===== config.mk =====
export PLATFORM = sky130hd
export DESIGN_NAME = lzwd_ram
export DESIGN_NICKNAME = d
export VERILOG_FILES = /design/src/rtl/core/lzwd_ram.sv
export SDC_FILE = /design/constraint.sdc
export NUM_CORES = 2
export LEC_CHECK = 0
export ABC_AREA = 1
export BUFFER_PORTS_ARGS = -buffer_cell sky130_fd_sc_hd__buf_2
export CAP_MARGIN = 0
export CORE_UTILIZATION = 50
export CTS_BUF_LIST = sky130_fd_sc_hd__clkbuf_8 sky130_fd_sc_hd__clkbuf_16
export DETAILED_ROUTE_END_ITERATION = 8
export MAX_ROUTING_LAYER = met4
export PLACE_DENSITY_LB_ADDON = 0.1
export REMOVE_ABC_BUFFERS = 1
export SLEW_MARGIN = 20
export SYNTH_ARGS = -nofsm -noshare
export SYNTH_HDL_FRONTEND = slang
export SYNTH_SLANG_ARGS = --single-unit

===== constraint.sdc =====
create_clock -name clk_i -period 2.45 [get_ports clk_i]
set_clock_uncertainty 0.05 [all_clocks]
set_input_delay 0.49 -clock clk_i [delete_from_list [all_inputs] [get_ports clk_i]]
set_output_delay 0.49 -clock clk_i [all_outputs]
set_load 0.02 [all_outputs]

===== src/rtl/core/lzwd_ram.sv =====
// Generic single-write, single-read RAM with registered read data.
`default_nettype none
module lzwd_ram #(
  parameter int unsigned Width = 8,
  parameter int unsigned Depth = 256
) (
  input  wire logic                     clk_i,
  input  wire logic                     we_i,
  input  wire logic [$clog2(Depth)-1:0] waddr_i,
  input  wire logic [Width-1:0]         wdata_i,
  input  wire logic [$clog2(Depth)-1:0] raddr_i,
  output logic      [Width-1:0]         rdata_o
);

  logic [Width-1:0] mem_q [Depth];

  always_ff @(posedge clk_i) begin
    if (we_i) begin
      mem_q[waddr_i] <= wdata_i;
    end
    rdata_o <= mem_q[raddr_i];
  end

endmodule
`default_nettype wire


==> metrics.json <==
{
  "setup_path": {
    "critical_path.top_delay_family": "flip-flops",
    "critical_path_startpoint_category": "register",
    "worst_r2r_startpoint": "mem_q[155][7]$_DFFE_PP_",
    "cpPeakStageDelay_ns": 0.55,
    "timing.critical_path.cells": "buf_2",
    "cp_num_buf_inv": 1,
    "rrSetupSlack_ns": 0.39,
    "timing.reg2reg.worst_path_depth": 10,
    "worst_ep_arrival_time_ns": 1.69,
    "worst-setup-path-type": "reg -> out",
    "path_max_fanout": 1,
    "critical_path.reg2reg.endpoint": "rdata_o[7]$_DFF_P_",
    "timing.critical_path.to_type": "output pin",
    "worst_path_max_delay_cell": "sky130_fd_sc_hd__dfxtp_1",
    "timing.critical_path.required_ns": 1.91
  },
  "worst_hold_path": {
    "timing.hold.worst.start": "wdata_i[7]",
    "hold_path_end": "mem_q[129][7]$_DFFE_PP_",
    "min_path_cells": 1,
    "holdCritPathClass": "in -> reg"
  },
  "sta": {
    "report.final.slew_viol_count": 0,
    "grt_setup_unrepaired": "false",
    "finalCritPeriodShare": 0.9093,
    "slew_headroom": 0.5255,
    "setup-violations-final": 0,
    "max_freq_mhz": 448.9,
    "worst_pin_slew_ns": 0.7117,
    "hold_slack_ns": 0.02482,
    "hold_viol": 0,
    "final.min_clock_period_ns": 2.228
  },
  "floorplanning": {
    "top_level_ports": 34,
    "dieArea_sq_um": 168400,
    "die_h_um": 410.4,
    "area_of_the_core_sq_um": 165400,
    "initial_utilization": 0.5043,
    "core.rowCount": 149,
    "die_width_um": 410.4
  },
  "placed_design": {
    "gpl.final_weighted_congestion": 0.9216,
    "hpwl_um": 156700,
    "io_buffers": 33
  },
  "clocking": {
    "clock_sink_count": 2056,
    "post_cts_buffers": 0,
    "insertion_delay_ns": 0.87,
    "cts-buffers-inserted": 207,
    "cts.reportedPaths.clkPinSlew_ns": 0.06,
    "post_cts_resize_count": 0,
    "cts_max_level": 4,
    "tritoncts": "done",
    "cts-root-buf": "sky130_fd_sc_hd__clkbuf_16",
    "maximum_clock_path_buffer_count": 3
  },
  "synth": {
    "synth.lib_cells_used.distinct": 14,
    "synth_warnings": 0,
    "synth_top_cell_area_share": 0.7374,
    "synth_seq_cells": 2056,
    "syn_std_cell_area_sq_um": 83400,
    "post_synth.cell_area_avg_sq_um": 11.91,
    "synth_top_cell_by_area": "sky130_fd_sc_hd__edfxtp_1",
    "netlist_instances": 7003,
    "synth_top_cells_by_area": "sky130_fd_sc_hd__edfxtp_1 74%, sky130_fd_sc_hd__nand3_1 12%, sky130_fd_sc_hd__nand2_1 9.6%, sky130_fd_sc_hd__buf_2 1.6%, sky130_fd_sc_hd__nor2_1 1.3%",
    "ys_seq_area_frac": 0.7394
  },
  "routing": {
    "postRouteAntennaNets": 0,
    "detailedRoute.firstPassIterationCount": 8,
    "detailroute.via_count": 56974,
    "route.detailed.vias_per_inst": 5.770,
    "drt_iter0_drc": 6785,
    "drcViolationCount": 0,
    "wl_per_cell_um": 24.89,
    "postRouteWirelength_um": 245800
  },
  "global_route": {
    "gr-total-overflow": 0,
    "wire_length_of_the_first_global_routing_pass_um": 362700,
    "gr-usage-all-layers": 0.3020,
    "initial_antenna_violation_count": 7,
    "grt_max_degree": 84,
    "grt_pass1_vias": 54685
  },
  "power": {
    "irDropWorstVdd_mv": 0.8858,
    "post-layout-total-power_mw": 74.37,
    "cellPowerDensity_nw_per_um2": 760.2,
    "cellLeakagePower_nw": 35.52
  },
  "run_status": {
    "outcome": "finished clean"
  },
  "finish": {
    "syn2layout_area_growth_pct": 17.31,
    "share_of_final_layout_standard_cells_stronger_than_drive_strength_1": 0.1390,
    "final_nets": 7537,
    "fill_cells": 13314
  },
  "job": {
    "cap_viol_max_count": 0
  }
}
==> report_power, final <==
part           switching [mW]  total [mW]  internal [mW]
Sequential             0.0654        38.8           38.8
Clock                    13.4        30.3           16.9
Combinational            3.62        5.21           1.59
==> per-stage QoR <==
step / worst slack (ns) / util / cells / setup TNS (ns) / instance area, sq um
final: 0.2221 / 0.5916 / 9874 / 0 / 97830
after CTS: 0.1844 / 0.5916 / 9870 / 0 / 97820
after global placement: -0.4324 / 0.5519 / 9485 / -2.540 / 91270
after global routing: 0.2104 / 0.5916 / 9872 / 0 / 97830
after floorplan: -3.739 / - / 6520 / -29.86 / 80940
after detailed placement: -0.4563 / 0.5519 / 9485 / -2.564 / 91270
==> repair_timing <==
item | 4_1_cts | 5_1_grt
hold endpoints to repair | 96 | 0
endpoints found under the setup margin | 0 | 0
hold buffers | 6 | 0
==> cell type report <==
cell class,instances,area (sq um),area share
well taps,2189,2739,0.02800
repair buffers,782,7595,0.07763
clock inverters,163,1191,0.01218
multi-input cells,4425,19160,0.1958
inverters,39,180.2,0.001842
flip-flops and latches,2056,61660,0.6302
diodes,4,10.01,0.0001023
clock buffers,216,5304,0.05421
==> registers in the layout (all words and copies together), names as in the netlist <==
name and cells:
mem_q 2048, rdata_o 8
==> cells by family after synthesis <==
logic type,after synthesis,share of synthesized area
DFF,2056,0.7394
buffers and inverters,522,0.03119
and+or+nand+nor,4425,0.2295
==> Yosys cell counts <==
master and instances:
sky130_fd_sc_hd__inv_4 1, sky130_fd_sc_hd__buf_8 1, sky130_fd_sc_hd__edfxtp_1 2048, sky130_fd_sc_hd__buf_2 268
sky130_fd_sc_hd__dfxtp_1 8, sky130_fd_sc_hd__buf_4 46, sky130_fd_sc_hd__inv_2 2, sky130_fd_sc_hd__buf_6 16
sky130_fd_sc_hd__clkbuf_1 112, sky130_fd_sc_hd__nand3_1 2019, sky130_fd_sc_hd__nor2_1 283, sky130_fd_sc_hd__buf_1 40
sky130_fd_sc_hd__inv_1 36, sky130_fd_sc_hd__nand2_1 2123
==> metal layers <==
layer | vias to the layer above | global-route usage | wire length (um)
met3 | 389 | 0.04291 | 20730
met4 | 0 | 0.08833 | 6925
met2 | 2545 | 0.4640 | 115400
met1 | 28119 | 0.4211 | 102800
met5 | - | - | 0
li1 | 25921 | - | -
==> cells in the final DEF, fill, tap and decap left out, drive strengths merged <==
cell type,Yosys,final
nand3,2019,2019
edfxtp,2048,2048
dlygate4sd3,0,6
dfxtp,8,8
clkbuf,112,216
inv,39,103
clkinvlp,0,3
buf,371,776
nand2,2123,2123
diode,0,4
nor2,283,283
bufinv,0,12
clkinv,0,84
==> how the worst max path moves through the flow <==
stage | endpoint | depth (start not counted) | slack [ns] | start
global route | rdata_o[0] | 1 | 0.21 | rdata_o[0]$_DFF_P_
floorplan | rdata_o[7]$_DFF_P_ | 11 | -3.74 | raddr_i[0]
finish | rdata_o[0] | 1 | 0.22 | rdata_o[0]$_DFF_P_
detailed placement | rdata_o[1]$_DFF_P_ | 14 | -0.46 | raddr_i[0]
CTS | rdata_o[0] | 1 | 0.18 | rdata_o[0]$_DFF_P_
global placement | rdata_o[1]$_DFF_P_ | 14 | -0.43 | raddr_i[0]
(Power assumes the default switching activity.)
